<file path="config.mk">
export PLATFORM = sky130hd
export DESIGN_NAME = send_page_pool_allocator_top
export DESIGN_NICKNAME = d
export VERILOG_FILES = /design/src/rtl/sppa_pkg.sv /design/src/rtl/send_page_pool_allocator_top.sv /design/src/rtl/sppa_ram.sv /design/src/rtl/sppa_page_store.sv /design/src/rtl/sppa_ctrl.sv
export SDC_FILE = /design/constraint.sdc
export NUM_CORES = 1
export LEC_CHECK = 0
export BUFFER_PORTS_ARGS = -buffer_cell sky130_fd_sc_hd__buf_2
export CORE_UTILIZATION = 55
export CTS_BUF_LIST = sky130_fd_sc_hd__clkbuf_4
export CTS_CLUSTER_SIZE = 8
export DETAILED_ROUTE_END_ITERATION = 8
export HOLD_SLACK_MARGIN = 0.12
export PLACE_DENSITY = 0.77
export SYNTH_ARGS = -nofsm -noshare
export SYNTH_HDL_FRONTEND = slang
export SYNTH_SLANG_ARGS = --single-unit
</file>
<file path="constraint.sdc">
create_clock -name clk -period 13.05 [get_ports clk]
set_input_delay 2.61 -clock clk [delete_from_list [all_inputs] [get_ports clk]]
set_output_delay 2.61 -clock clk [all_outputs]
set_load 0.03 [all_outputs]
</file>
<file path="src/rtl/sppa_pkg.sv">
// Shared types and constants for the send page pool allocator.
// No dependencies; imported by every module of the block but sppa_ram.
`timescale 1ns / 1ps

package sppa_pkg;

    // Defaults for the top-level parameters
    localparam int PAGES_DEF        = 4;
    localparam int HEADER_BYTES_DEF = 16;

    // Field widths
    localparam int FILL_W = 21;
    localparam int MSGS_W = 16;
    localparam int TIME_W = 32;
    localparam int TMO_W  = 8;
    localparam int NEED_W = FILL_W + 1;

    localparam logic [FILL_W-1:0] CAP_RESET = 21'd65536;
    localparam logic [TMO_W-1:0]  TMO_RESET = 8'd1;
    localparam logic [MSGS_W-1:0] MSGS_MAX  = 16'hFFFF;

    // Register index, taken from paddr[2]
    localparam logic REG_CAP = 1'b0;
    localparam logic REG_TMO = 1'b1;

    // Request codes
    localparam logic REQ_PUSH   = 1'b0;
    localparam logic REQ_SWITCH = 1'b1;

    // Result status codes
    localparam logic STATUS_OK   = 1'b0;
    localparam logic STATUS_FAIL = 1'b1;

    typedef struct packed {
        logic              sending;
        logic [FILL_W-1:0] fill;
        logic [MSGS_W-1:0] msgs;
        logic [TIME_W-1:0] last_send;
    } page_rec_t;

    typedef struct packed {
        logic              status;
        logic [1:0]        page_index;
        logic [FILL_W-1:0] byte_offset;
        logic [MSGS_W-1:0] message_count;
    } result_t;

    typedef enum logic {
        ST_IDLE,
        ST_SCAN
    } ctrl_state_t;

endpackage

</file>
<file path="src/rtl/send_page_pool_allocator_top.sv">
// Top level of the send page pool allocator: APB registers, page store
// and request sequencer. Depends on sppa_pkg, sppa_page_store, sppa_ctrl.
`timescale 1ns / 1ps

// Channel      Signals                                          Direction
// ----------   ----------------------------------------------   ---------
// request      start/busy, req_type, start_page, msg_length,     in
//              now_seconds
// result       result_valid, status, page_index, byte_offset,    out
//              message_count
// config       psel, penable, pwrite, paddr, pwdata, prdata,     APB
//              pready
//
// A request transaction is taken when start is high and busy is low. The
// page records sit in one RAM (registered read); the sequencer reads one page
// per cycle and evaluates it the cycle after, so the RAM read port sets the
// pace. A push stops on the first page scanned that has room for it and fails
// if none has; a switch always walks every page. result_valid pulses for one
// cycle; busy drops on the same edge, so the next request may be taken while
// the result is shown. The receiver cannot stall. Reset is asynchronous,
// active low; per-page valid bits clear the pool at once, no clearing pass
// is needed. Each page is visited once per transaction, so a write-back
// never meets a read of the same page.

module send_page_pool_allocator_top
    import sppa_pkg::*;
#(
    parameter int PAGES        = PAGES_DEF,
    parameter int HEADER_BYTES = HEADER_BYTES_DEF
) (
    input  logic              clk,
    input  logic              rst_n,
    // request
    input  logic              start,
    output logic              busy,
    input  logic              req_type,
    input  logic [1:0]        start_page,
    input  logic [FILL_W-1:0] msg_length,
    input  logic [TIME_W-1:0] now_seconds,
    // result
    output logic              result_valid,
    output logic              status,
    output logic [1:0]        page_index,
    output logic [FILL_W-1:0] byte_offset,
    output logic [MSGS_W-1:0] message_count,
    // configuration
    input  logic              psel,
    input  logic              penable,
    input  logic              pwrite,
    input  logic [2:0]        paddr,
    input  logic [31:0]       pwdata,
    output logic [31:0]       prdata,
    output logic              pready
);

    localparam int IDX_W = (PAGES > 1) ? $clog2(PAGES) : 1;

    logic [FILL_W-1:0] cap_reg, cap_next;
    logic [TMO_W-1:0]  tmo_reg, tmo_next;
    logic              cfg_wr;

    logic [IDX_W-1:0]  rd_addr;
    page_rec_t         rd_rec;
    logic              wr_en;
    logic [IDX_W-1:0]  wr_addr;
    page_rec_t         wr_rec;
    result_t           res;

    // Configuration registers; paddr[2] selects the register
    assign pready = 1'b1;
    assign cfg_wr = psel && penable && pwrite && pready;

    always_comb
    begin
        cap_next = cap_reg;
        tmo_next = tmo_reg;
        if (cfg_wr)
        begin
            unique case (paddr[2])
                REG_CAP: cap_next = pwdata[FILL_W-1:0];
                REG_TMO: tmo_next = pwdata[TMO_W-1:0];
                default: ;
            endcase
        end
    end

    always_comb
    begin
        unique case (paddr[2])
            REG_CAP: prdata = 32'(cap_reg);
            REG_TMO: prdata = 32'(tmo_reg);
            default: prdata = '0;
        endcase
    end

    always_ff @(posedge clk or negedge rst_n)
    begin
        if (!rst_n)
        begin
            cap_reg <= CAP_RESET;
            tmo_reg <= TMO_RESET;
        end
        else
        begin
            cap_reg <= cap_next;
            tmo_reg <= tmo_next;
        end
    end

    sppa_page_store #(
        .PAGES (PAGES),
        .IDX_W (IDX_W)
    ) u_store (
        .clk     (clk),
        .rst_n   (rst_n),
        .rd_addr (rd_addr),
        .rd_rec  (rd_rec),
        .wr_en   (wr_en),
        .wr_addr (wr_addr),
        .wr_rec  (wr_rec)
    );

    sppa_ctrl #(
        .PAGES        (PAGES),
        .HEADER_BYTES (HEADER_BYTES),
        .IDX_W        (IDX_W)
    ) u_ctrl (
        .clk         (clk),
        .rst_n       (rst_n),
        .start       (start),
        .req_type    (req_type),
        .start_page  (start_page),
        .msg_length  (msg_length),
        .now_seconds (now_seconds),
        .cap         (cap_reg),
        .timeout     (tmo_reg),
        .busy        (busy),
        .rd_addr     (rd_addr),
        .rd_rec      (rd_rec),
        .wr_en       (wr_en),
        .wr_addr     (wr_addr),
        .wr_rec      (wr_rec),
        .res_valid   (result_valid),
        .res         (res)
    );

    assign status        = res.status;
    assign page_index    = res.page_index;
    assign byte_offset   = res.byte_offset;
    assign message_count = res.message_count;

`ifndef SYNTHESIS
    // A result only ends a transaction that was in progress.
    a_res_after_busy: assert property (@(posedge clk) disable iff (!rst_n)
        result_valid |-> $past(busy))
        else $error("result without a transaction in progress");

    // The sequencer goes idle exactly when it delivers a result.
    a_idle_with_res: assert property (@(posedge clk) disable iff (!rst_n)
        $fell(busy) |-> result_valid)
        else $error("transaction ended without a result");

    // One result per transaction: never two strobes back to back.
    a_single_strobe: assert property (@(posedge clk) disable iff (!rst_n)
        result_valid |=> !result_valid)
        else $error("result strobe longer than one cycle");

    // A failed transaction reports zero fields.
    a_fail_zero: assert property (@(posedge clk) disable iff (!rst_n)
        (result_valid && status == STATUS_FAIL) |->
            (page_index == '0 && byte_offset == '0 && message_count == '0))
        else $error("failure result with nonzero fields");
`endif

endmodule

</file>
<file path="src/rtl/sppa_ram.sv">
// Generic single-write, single-read RAM with registered read data.
// No dependencies.
`timescale 1ns / 1ps

module sppa_ram #(
    parameter int WIDTH = 8,
    parameter int DEPTH = 4,
    parameter int AW    = (DEPTH > 1) ? $clog2(DEPTH) : 1
) (
    input  logic             clk,
    input  logic             we,
    input  logic [AW-1:0]    waddr,
    input  logic [WIDTH-1:0] wdata,
    input  logic [AW-1:0]    raddr,
    output logic [WIDTH-1:0] rdata
);

    logic [WIDTH-1:0] mem [DEPTH];

    always_ff @(posedge clk)
    begin
        if (we)
        begin
            mem[waddr] <= wdata;
        end
        rdata <= mem[raddr];
    end

endmodule

</file>
<file path="src/rtl/sppa_page_store.sv">
// Page record store: RAM plus per-page valid bits that stand in for reset.
// Depends on sppa_pkg and sppa_ram.
`timescale 1ns / 1ps

module sppa_page_store
    import sppa_pkg::*;
#(
    parameter int PAGES = PAGES_DEF,
    parameter int IDX_W = (PAGES > 1) ? $clog2(PAGES) : 1
) (
    input  logic             clk,
    input  logic             rst_n,
    input  logic [IDX_W-1:0] rd_addr,
    output page_rec_t        rd_rec,
    input  logic             wr_en,
    input  logic [IDX_W-1:0] wr_addr,
    input  page_rec_t        wr_rec
);

    logic [$bits(page_rec_t)-1:0] ram_q;
    logic [PAGES-1:0]             valid_reg;
    logic                         rd_vld_reg;

    sppa_ram #(
        .WIDTH ($bits(page_rec_t)),
        .DEPTH (PAGES),
        .AW    (IDX_W)
    ) u_ram (
        .clk   (clk),
        .we    (wr_en),
        .waddr (wr_addr),
        .wdata (wr_rec),
        .raddr (rd_addr),
        .rdata (ram_q)
    );

    // A page never written reads as the all-zero reset record.
    always_ff @(posedge clk or negedge rst_n)
    begin
        if (!rst_n)
        begin
            valid_reg  <= '0;
            rd_vld_reg <= 1'b0;
        end
        else
        begin
            if (wr_en)
            begin
                valid_reg[wr_addr] <= 1'b1;
            end
            rd_vld_reg <= valid_reg[rd_addr];
        end
    end

    assign rd_rec = rd_vld_reg ? page_rec_t'(ram_q) : '0;

endmodule

</file>
<file path="src/rtl/sppa_ctrl.sv">
// Request sequencer: walks page records through the store, one read per
// cycle, evaluates push/switch and writes back. Depends on sppa_pkg.
`timescale 1ns / 1ps

module sppa_ctrl
    import sppa_pkg::*;
#(
    parameter int PAGES        = PAGES_DEF,
    parameter int HEADER_BYTES = HEADER_BYTES_DEF,
    parameter int IDX_W        = (PAGES > 1) ? $clog2(PAGES) : 1
) (
    input  logic              clk,
    input  logic              rst_n,
    input  logic              start,
    input  logic              req_type,
    input  logic [1:0]        start_page,
    input  logic [FILL_W-1:0] msg_length,
    input  logic [TIME_W-1:0] now_seconds,
    input  logic [FILL_W-1:0] cap,
    input  logic [TMO_W-1:0]  timeout,
    output logic              busy,
    output logic [IDX_W-1:0]  rd_addr,
    input  page_rec_t         rd_rec,
    output logic              wr_en,
    output logic [IDX_W-1:0]  wr_addr,
    output page_rec_t         wr_rec,
    output logic              res_valid,
    output result_t           res
);

    localparam int CNT_W = $clog2(PAGES + 1);

    ctrl_state_t state_reg, state_next;

    logic              req_reg, req_next;
    logic [FILL_W-1:0] len_reg, len_next;
    logic [TIME_W-1:0] now_reg, now_next;
    logic [IDX_W-1:0]  rd_idx_reg, rd_idx_next;
    logic [CNT_W-1:0]  rd_cnt_reg, rd_cnt_next;
    logic              ev_vld_reg, ev_vld_next;
    logic [IDX_W-1:0]  ev_idx_reg, ev_idx_next;
    logic              ev_last_reg, ev_last_next;
    logic              found_reg, found_next;
    logic              res_valid_reg, res_valid_next;
    result_t           res_reg, res_next;

    logic              accept;
    logic              issue;
    logic              done;
    logic              match;
    logic [4:0]        start_mod;
    logic [NEED_W-1:0] need;
    logic [FILL_W-1:0] room;
    logic              fit;
    logic              half;
    logic              aged;
    logic [TIME_W-1:0] age;
    result_t           hit_res;
    result_t           fail_res;

    assign accept = start && (state_reg == ST_IDLE);

    // start_page modulo PAGES by repeated subtract (at most three steps)
    always_comb
    begin
        start_mod = 5'(start_page);
        for (int k = 0; k < 3; k++)
        begin
            if (start_mod >= 5'(PAGES))
            begin
                start_mod = start_mod - 5'(PAGES);
            end
        end
    end

    // Page evaluation on the record just read
    assign need = NEED_W'(HEADER_BYTES) + {1'b0, len_reg};
    assign room = (rd_rec.fill <= cap) ? (cap - rd_rec.fill) : '0;
    assign fit  = !rd_rec.sending && ({1'b0, room} >= need);
    assign half = rd_rec.fill > (cap >> 1);
    assign age  = now_reg - rd_rec.last_send;
    assign aged = (age >= TIME_W'(timeout)) && (rd_rec.fill != '0);

    assign fail_res = '{status: STATUS_FAIL, page_index: '0, byte_offset: '0,
                        message_count: '0};

    always_comb
    begin
        wr_en   = 1'b0;
        wr_rec  = rd_rec;
        done    = 1'b0;
        match   = 1'b0;
        hit_res = fail_res;
        if (ev_vld_reg)
        begin
            if (req_reg == REQ_PUSH)
            begin
                if (fit)
                begin
                    wr_en       = 1'b1;
                    wr_rec.fill = FILL_W'({1'b0, rd_rec.fill} + need);
                    if (rd_rec.msgs != MSGS_MAX)
                    begin
                        wr_rec.msgs = rd_rec.msgs + MSGS_W'(1);
                    end
                    done    = 1'b1;
                    match   = 1'b1;
                    hit_res = '{status: STATUS_OK, page_index: 2'(ev_idx_reg),
                                byte_offset: rd_rec.fill,
                                message_count: wr_rec.msgs};
                end
                else if (ev_last_reg)
                begin
                    done = 1'b1;
                end
            end
            else
            begin
                if (rd_rec.sending)
                begin
                    // recycle: writable, empty, stamped with now
                    wr_en  = 1'b1;
                    wr_rec = '{sending: 1'b0, fill: '0, msgs: '0,
                               last_send: now_reg};
                end
                else if ((half || aged) && !found_reg)
                begin
                    wr_en          = 1'b1;
                    wr_rec.sending = 1'b1;
                    match          = 1'b1;
                    hit_res = '{status: STATUS_OK, page_index: 2'(ev_idx_reg),
                                byte_offset: rd_rec.fill,
                                message_count: rd_rec.msgs};
                end
                done = ev_last_reg;
            end
        end
    end

    assign wr_addr = ev_idx_reg;
    assign rd_addr = rd_idx_reg;

    // Next-state logic
    always_comb
    begin
        state_next = state_reg;
        unique case (state_reg)
            ST_IDLE:
            begin
                if (start)
                begin
                    state_next = ST_SCAN;
                end
            end
            ST_SCAN:
            begin
                if (done)
                begin
                    state_next = ST_IDLE;
                end
            end
            default:
            begin
                state_next = ST_IDLE;
            end
        endcase
    end

    // Output and datapath control
    always_comb
    begin
        busy  = (state_reg == ST_SCAN);
        issue = (state_reg == ST_SCAN) && (rd_cnt_reg != CNT_W'(PAGES)) && !done;
    end

    always_comb
    begin
        req_next       = req_reg;
        len_next       = len_reg;
        now_next       = now_reg;
        rd_idx_next    = rd_idx_reg;
        rd_cnt_next    = rd_cnt_reg;
        found_next     = found_reg;
        res_next       = res_reg;
        ev_vld_next    = issue;
        ev_idx_next    = rd_idx_reg;
        ev_last_next   = (rd_cnt_reg == CNT_W'(PAGES - 1));
        res_valid_next = done;

        if (accept)
        begin
            req_next    = req_type;
            len_next    = msg_length;
            now_next    = now_seconds;
            rd_idx_next = (req_type == REQ_PUSH) ? IDX_W'(start_mod) : '0;
            rd_cnt_next = '0;
            found_next  = 1'b0;
        end
        else if (issue)
        begin
            rd_idx_next = (rd_idx_reg == IDX_W'(PAGES - 1)) ? '0
                                                            : rd_idx_reg + IDX_W'(1);
            rd_cnt_next = rd_cnt_reg + CNT_W'(1);
        end

        if (match)
        begin
            found_next = 1'b1;
            res_next   = hit_res;
        end
        else if (done && !found_reg)
        begin
            res_next = fail_res;
        end
    end

    always_ff @(posedge clk or negedge rst_n)
    begin
        if (!rst_n)
        begin
            state_reg     <= ST_IDLE;
            rd_cnt_reg    <= '0;
            ev_vld_reg    <= 1'b0;
            ev_last_reg   <= 1'b0;
            found_reg     <= 1'b0;
            res_valid_reg <= 1'b0;
            rd_idx_reg    <= '0;
            ev_idx_reg    <= '0;
        end
        else
        begin
            state_reg     <= state_next;
            rd_cnt_reg    <= rd_cnt_next;
            ev_vld_reg    <= ev_vld_next;
            ev_last_reg   <= ev_last_next;
            found_reg     <= found_next;
            res_valid_reg <= res_valid_next;
            rd_idx_reg    <= rd_idx_next;
            ev_idx_reg    <= ev_idx_next;
        end
    end

    always_ff @(posedge clk)
    begin
        req_reg <= req_next;
        len_reg <= len_next;
        now_reg <= now_next;
        res_reg <= res_next;
    end

    assign res_valid = res_valid_reg;
    assign res       = res_reg;

endmodule
</file>
After elaboration in Yosys (flattened, before gate mapping)
Memory sizes are Yosys's and may differ from the RTL's. A register that Yosys moved wholly into a read port is not among the register bits.
Cells that the tools add are included.
Storage, ports and cells
  RAM bits: 280
  register bits after elaboration: 140
  memories: 1
  output and inout bits: 75
Memories
  u_store.u_ram.mem: words 4, width 70, rd ports 1, clocked after memory_dff 1, write ports 1, RTL line sppa_ram.sv:18  | logic [WIDTH-1:0] mem [DEPTH];
Operators by class
  order comparisons: 7
  add/subtract/negate cells: 7
  reduce and logical (&&, ||, !) cells: 20
  equal/unequal tests: 4
  mux-type cells: 46
  bitwise operators: 3
Operator list (number)
  40-bit two-way mux: 7
  70-bit two-way mux: 2
  37-bit two-way mux: 2
  69-bit two-way mux: 1
  32-bit one-hot mux with 2 select lines: 1
  32-bit by 8-bit >= comparator with 1-bit output: 1
  32-bit two-way mux: 1
  32-bit subtractor: 1
  5-bit by 21-bit adder with 22-bit output, first input constant: 1
  21-bit by 22-bit >= comparator with 1-bit output: 1
  21-bit adder: 1
  21-bit by 20-bit greater-than comparator with 1-bit output: 1
  21-bit less-or-equal comparator: 1
  1-bit two-way mux: 21
  21-bit two-way mux: 1
  21-bit nonzero test: 1
  21-bit subtractor: 1
  16-bit by 1-bit adder with 16-bit output, second input constant: 1
  16-bit two-way mux: 1
  16-bit != test, second input constant: 1
  1-bit logical AND: 10
  2-bit two-way mux: 4
  2-bit by 3-bit less-than comparator with 1-bit output, second input constant: 2
  3-bit two-way mux: 2
  15 further kinds: 21

Longest topological paths before layout
  word-level depth: 12
  depth in mapped cells: 31
  mapped depth without buffers: 26

By module
A second synthesis with hierarchy kept.
Second synthesis, totals
  cell total of the unflattened synthesis: 1844
  area total of the unflattened synthesis: 24322.1 µm²
By module, submodules not included
  sppa_ram: cells each 440, seq. area each 9809.4 µm², area an instance 11607.4 µm², instances 1
  sppa_ctrl: cells each 1215, seq. area each 3123.0 µm², area an instance 10583.9 µm², instances 1
  send_page_pool_allocator_top: cells each 99, seq. area each 728.2 µm², area an instance 1466.4 µm², instances 1
  sppa_page_store: cells each 90, seq. area each 125.1 µm², area an instance 664.4 µm², instances 1

Least setup slack after synthesis
OpenSTA, ideal clock, no wires.
  kind: register -> register
  from: reg u_store.rd_vld_reg
  to: mem u_store.u_ram.mem[0][0] in the netlist's numbering, enable pin
  setup slack: 2.597 ns
  data arrival time: 9.868 ns
  path buffers: 4
  data required time: 12.466 ns
  cell stages (with the launch flop): 28
  setup time: 0.584 ns
  path through: dfrtp_1 > buf_2 > buf_1 > nand2_1 > ha_1 > nor2b_1 > o21ai_0 > a21oi_1 > o21ai_0 > a21oi_1 > a211oi_1 > nor3_1 > o31a_1 > or2_2 > a21boi_1 > clkbuf_1 > and3b_1 > ha_1 > and3_1 > nand3_1 > o221ai_1 > a211oi_1 > o21ai_0 > nand2_1 > clkbuf_1 > a21oi_1 > a21oi_2 > nor3_1
Between the ends
  cells in the longest elaborated chain, start to end: 12
  elaborated cells on any way between the ends: 21
  classes of those cells: add/sub: 2; order compare: 4; mux: 9; reduce/logical: 6
RTL lines
  start: declaration: RTL line sppa_page_store.sv:22  | logic rd_vld_reg;
  start signal: assignment: RTL line sppa_page_store.sv:51  | rd_vld_reg <= valid_reg[rd_addr];
  70-bit two-way mux *: RTL line sppa_page_store.sv:55  | assign rd_rec = rd_vld_reg ? page_rec_t'(ram_q) : '0;
  32-bit subtractor: RTL line sppa_ctrl.sv:81  | assign age = now_reg - rd_rec.last_send;
  32-bit by 8-bit >= comparator with 1-bit output: RTL line sppa_ctrl.sv:82  | assign aged = (age >= TIME_W'(timeout)) && (rd_rec.fill != '0);
  1-bit logical AND: RTL line sppa_ctrl.sv:82
  1-bit logical OR: RTL line sppa_ctrl.sv:126  | else if ((half || aged) && !found_reg)
  1-bit logical AND: RTL line sppa_ctrl.sv:126
  1-bit two-way mux: RTL line sppa_ctrl.sv:126
  1-bit two-way mux: RTL line sppa_ctrl.sv:119  | if (rd_rec.sending)
  1-bit two-way mux *: RTL line sppa_ctrl.sv:96  | if (req_reg == REQ_PUSH)
  1-bit two-way mux *: RTL line sppa_ctrl.sv:94  | if (ev_vld_reg)
  1-bit two-way mux *: RTL line sppa_ram.sv:22  | if (we)
  1-bit two-way mux (not written as such) *: RTL line sppa_ram.sv:24  | mem[waddr] <= wdata;
  end: declaration: RTL line sppa_ram.sv:18
Mark *: on every way between the ends. The rest lies on a longest branch, timed or not.

Worst setup path in the final report
  from: reg u_store.rd_vld_reg
  to: mem u_store.u_ram.mem[3][20] in the netlist's numbering, enable pin
Same word-level chain as after synthesis.

==> flow_metrics.py <==
metrics = {
    "hold_path": {
        "hold_depth": 1,
        "min-delay-path-class": "flop to flop",
        "worstHoldEndpoint": "u_store.valid_reg[2]$_DFFE_PN0P_",
        "holdCritStartpoint": "u_store.valid_reg[2]$_DFFE_PN0P_",
    },
    "worst_setup_path": {
        "worstSetupStartpointType": "flop",
        "worst-r2r-setup-slack_ps": 3620,
        "required_ps": 13510,
        "rr_worst_depth": 27,
        "worstReg2RegStart": "u_store.rd_vld_reg$_DFF_PN0_",
        "r2r-end": "u_store.u_ram.mem[3][20]$_DFFE_PP_",
        "arrival_ps": 9890,
        "endpoint_kind": "flop",
        "critPathKind": "flop to flop",
        "cp_max_fo": 49,
    },
    "run": {
        "maxCapViolCount": 0,
    },
    "sta": {
        "period_share": 0.723,
        "drv_slew": 0,
        "hold_viol_final": 0,
        "fin_worst_skew_ps": 89.5,
        "grt_setup_unrepaired": "no",
        "finalSetupTns_ps": 0,
        "slew-limit-headroom": 0.210,
        "layout_min_cycle_time_ps": 9430,
        "worst_slew_pin_slew_ps": 1180,
        "setup_viol": 0,
        "fin_hold_ws_ps": 479,
        "clock.fmax_mhz": 106,
    },
    "detailed_routing": {
        "vias_per_cell": 5.93,
        "vias": 16100,
        "wl_per_cell_um": 20.1,
        "detail-route-antenna-nets": 0,
        "drt_iter0_drc": 1463,
        "wirelength_um": 54700,
        "drcViolationCount": 0,
        "dr.pass1.iters": 9,
    },
    "pwr": {
        "power.share.sequential": 0.347,
        "clockPowerShare": 0.161,
        "vdd_drop_max_mv": 0.137,
        "power_density_nw_per_um2": 304,
        "p_int_mw": 4.73,
        "p_comb_frac": 0.492,
        "total_leakage_power_nw": 10.5,
        "swShare": 0.413,
        "p_sw_mw": 3.33,
    },
    "clocking": {
        "cts_setup_buffers": 0,
        "clkSlewWorstSetupHoldPaths_ps": 70,
        "hold_buffers": 0,
        "insertion_delay_ps": 870,
        "cts_resized": 0,
        "cts_buffer_depth": 3,
        "clockRootBuffer": "clkbuf_4",
        "cts_tree": "built",
        "htreeDepth": 3,
        "cts.sinks": 490,
        "cts_buffers": 119,
    },
    "synth": {
        "syn_inst": 1868,
        "netlist_top_cells_area": "edfxtp_1 47%, mux4_2 6.8%, ha_1 6.7%",
        "synthArstFlopShare": 0.0939,
        "yosysSeqAreaShare": 0.583,
        "syn_area_um2": 23700,
        "synth-seq-cells": 490,
        "syn_area_per_cell_um2": 12.7,
        "dominantRegCellSynth": "edfxtp_1",
        "synth_edf_count": 374,
        "synth_warnings": 0,
        "synth_cell_types": 81,
        "yosys.area.top_type_share": 0.475,
        "yosysTopAreaCell": "edfxtp_1",
    },
    "place": {
        "place_congestion": 0.898,
        "io_buffers": 146,
        "hpwl_um": 36600,
    },
    "floorplanning": {
        "dieArea_um2": 43800,
        "die_x_um": 209,
        "rows": 75,
        "die_h_um": 209,
        "core_um2": 42100,
        "initial_utilization": 0.561,
        "ios": 172,
    },
    "cells_and_area": {
        "synthToLayoutAreaGrowth_pct": 12.1,
        "largest_register_ffs": 280,
        "drive_gt1_frac": 0.228,
        "nets": 2300,
        "fillers": 3213,
    },
    "global_route": {
        "antenna_found_initial": 1,
        "grt_start_max_net_pins": 65,
        "track_usage": 0.251,
        "grt_pass1_vias": 16000,
        "gr-total-overflow": 0,
        "grt_first_pass_wirelength_um": 85100,
    },
    "run_status": {
        "status": "completed",
    },
}
## synth_stat cells, types with 13 or more instances
library cell	instances
mux2_2	32
and3_1	21
inv_1	102
edfxtp_1	374
ha_1	127
dfrtp_1	44
nor2_1	103
a31oi_1	21
a21oi_1	80
buf_4	14
clkbuf_1	57
o22ai_1	23
nor4_1	13
a21o_1	44
nand2b_1	19
dfxtp_1	70
mux4_2	71
xor2_1	22
xnor2_1	50
nor3_1	45
nand4_1	24
nand2_1	175
o21ai_0	101
nand3_1	42
## routing by layer
| layer | global-route usage | wire (um) | vias to the layer above |
|---|---|---|---|
| li1 | - | - | 7533 |
| met1 | 0.330 | 22900 | 7780 |
| met2 | 0.412 | 26400 | 684 |
| met3 | 0.0569 | 4010 | 117 |
| met4 | 0.0880 | 1420 | 0 |
| met5 | 0 | 0 | - |
## critical path, stage by stage, from the launching register on
cell,delay [ps]
dfrtp_2,980
buf_4,560
nand2_1,330
inv_1,180
ha_1,180
nor2b_1,40
o21ai_0,220
a21oi_1,140
o21ai_0,270
a21oi_1,220
a211oi_1,420
nor3_1,110
o31a_1,300
or2_2,290
a21boi_1,150
buf_4,270
and3b_1,220
ha_1,300
and3_1,140
nand3_1,90
o221ai_1,200
a211oi_1,80
o21ai_0,210
nand2_1,400
a21oi_2,840
a21oi_2,260
nor2_4,790
buf_4,730
## power by group through the flow
stage | Sequential (mW) | Clock, mW | Combinational (mW)
after global routing | 2.85 | 1.40 | 4.37
after global placement | 2.79 | 0 | 3.79
final | 2.80 | 1.30 | 3.97
after detailed placement | 2.83 | 0 | 3.92
after CTS | 2.80 | 1.33 | 3.94
after floorplan | 2.82 | 0 | 2.88
## how the worst max path moves through the flow
stage,startpoint,endpoint,cells past startpoint
floorplan,u_store.rd_vld_reg$_DFF_PN0_,u_store.u_ram.mem[0][0]$_DFFE_PP_,27
global placement,u_store.rd_vld_reg$_DFF_PN0_,u_store.u_ram.mem[3][18]$_DFFE_PP_,27
detailed placement,u_store.rd_vld_reg$_DFF_PN0_,u_store.u_ram.mem[3][18]$_DFFE_PP_,27
CTS,u_store.rd_vld_reg$_DFF_PN0_,u_store.u_ram.mem[3][26]$_DFFE_PP_,27
global route,u_store.rd_vld_reg$_DFF_PN0_,u_store.u_ram.mem[3][20]$_DFFE_PP_,26
finish,u_store.rd_vld_reg$_DFF_PN0_,u_store.u_ram.mem[3][20]$_DFFE_PP_,27
## stage by stage
step	cell area, um^2	instances	setup WS (ps)	power (mW)	utilization
after detailed placement	24900	2491	3830	6.74	0.591
final	26500	2716	3620	8.07	0.629
after floorplan	23700	1878	2600	5.71	-
after CTS	26500	2715	3750	8.07	0.629
after global routing	26500	2716	3000	8.62	0.629
after global placement	24900	2491	3890	6.58	0.591
## layout make-up
cell class,instances,area (um^2),share of cell area
multi-input cells,1198,9190,0.347
well taps,539,674,0.0254
flip-flops and latches,490,13800,0.520
inverters,102,383,0.0144
repair buffers,162,851,0.0321
diodes,1,2.50,0.0000944
clock buffers,181,1360,0.0513
clock inverters,43,258,0.00972
## cells by family (layout without fill, tap and decap cells)
group	Yosys count	in the layout	share of synthesized area
compound gates	380	380	0.103
xor+xnor	72	72	0.0267
fa+ha+maj	130	130	0.0697
buf+inv	190	488	0.0326
flops	490	490	0.583
mux	108	108	0.0850
other cells	2	13	0.000318
simple gates	496	496	0.0995
## cell usage in the layout, fill, tap and decap left out, types with 16 or more instances in the layout
cell / netlist / final
clkinv_1: 0 / 28
dfrtp_1: 44 / 41
ha_1: 127 / 127
nand2_1: 175 / 175
inv_1: 102 / 102
o21ai_0: 101 / 101
a31oi_1: 21 / 21
o22ai_1: 23 / 22
mux2_2: 32 / 32
buf_4: 14 / 16
edfxtp_1: 374 / 374
clkbuf_4: 0 / 181
and3_1: 21 / 21
nand2b_1: 19 / 19
a21o_1: 44 / 44
xnor2_1: 50 / 50
nand3_1: 42 / 42
nand4_1: 24 / 24
mux4_2: 71 / 71
a21oi_1: 80 / 78
buf_2: 5 / 146
dfxtp_1: 70 / 70
nor3_1: 45 / 44
xor2_1: 22 / 22
nor2_1: 103 / 99
No activity file was read; power rests on OpenSTA's default activity.
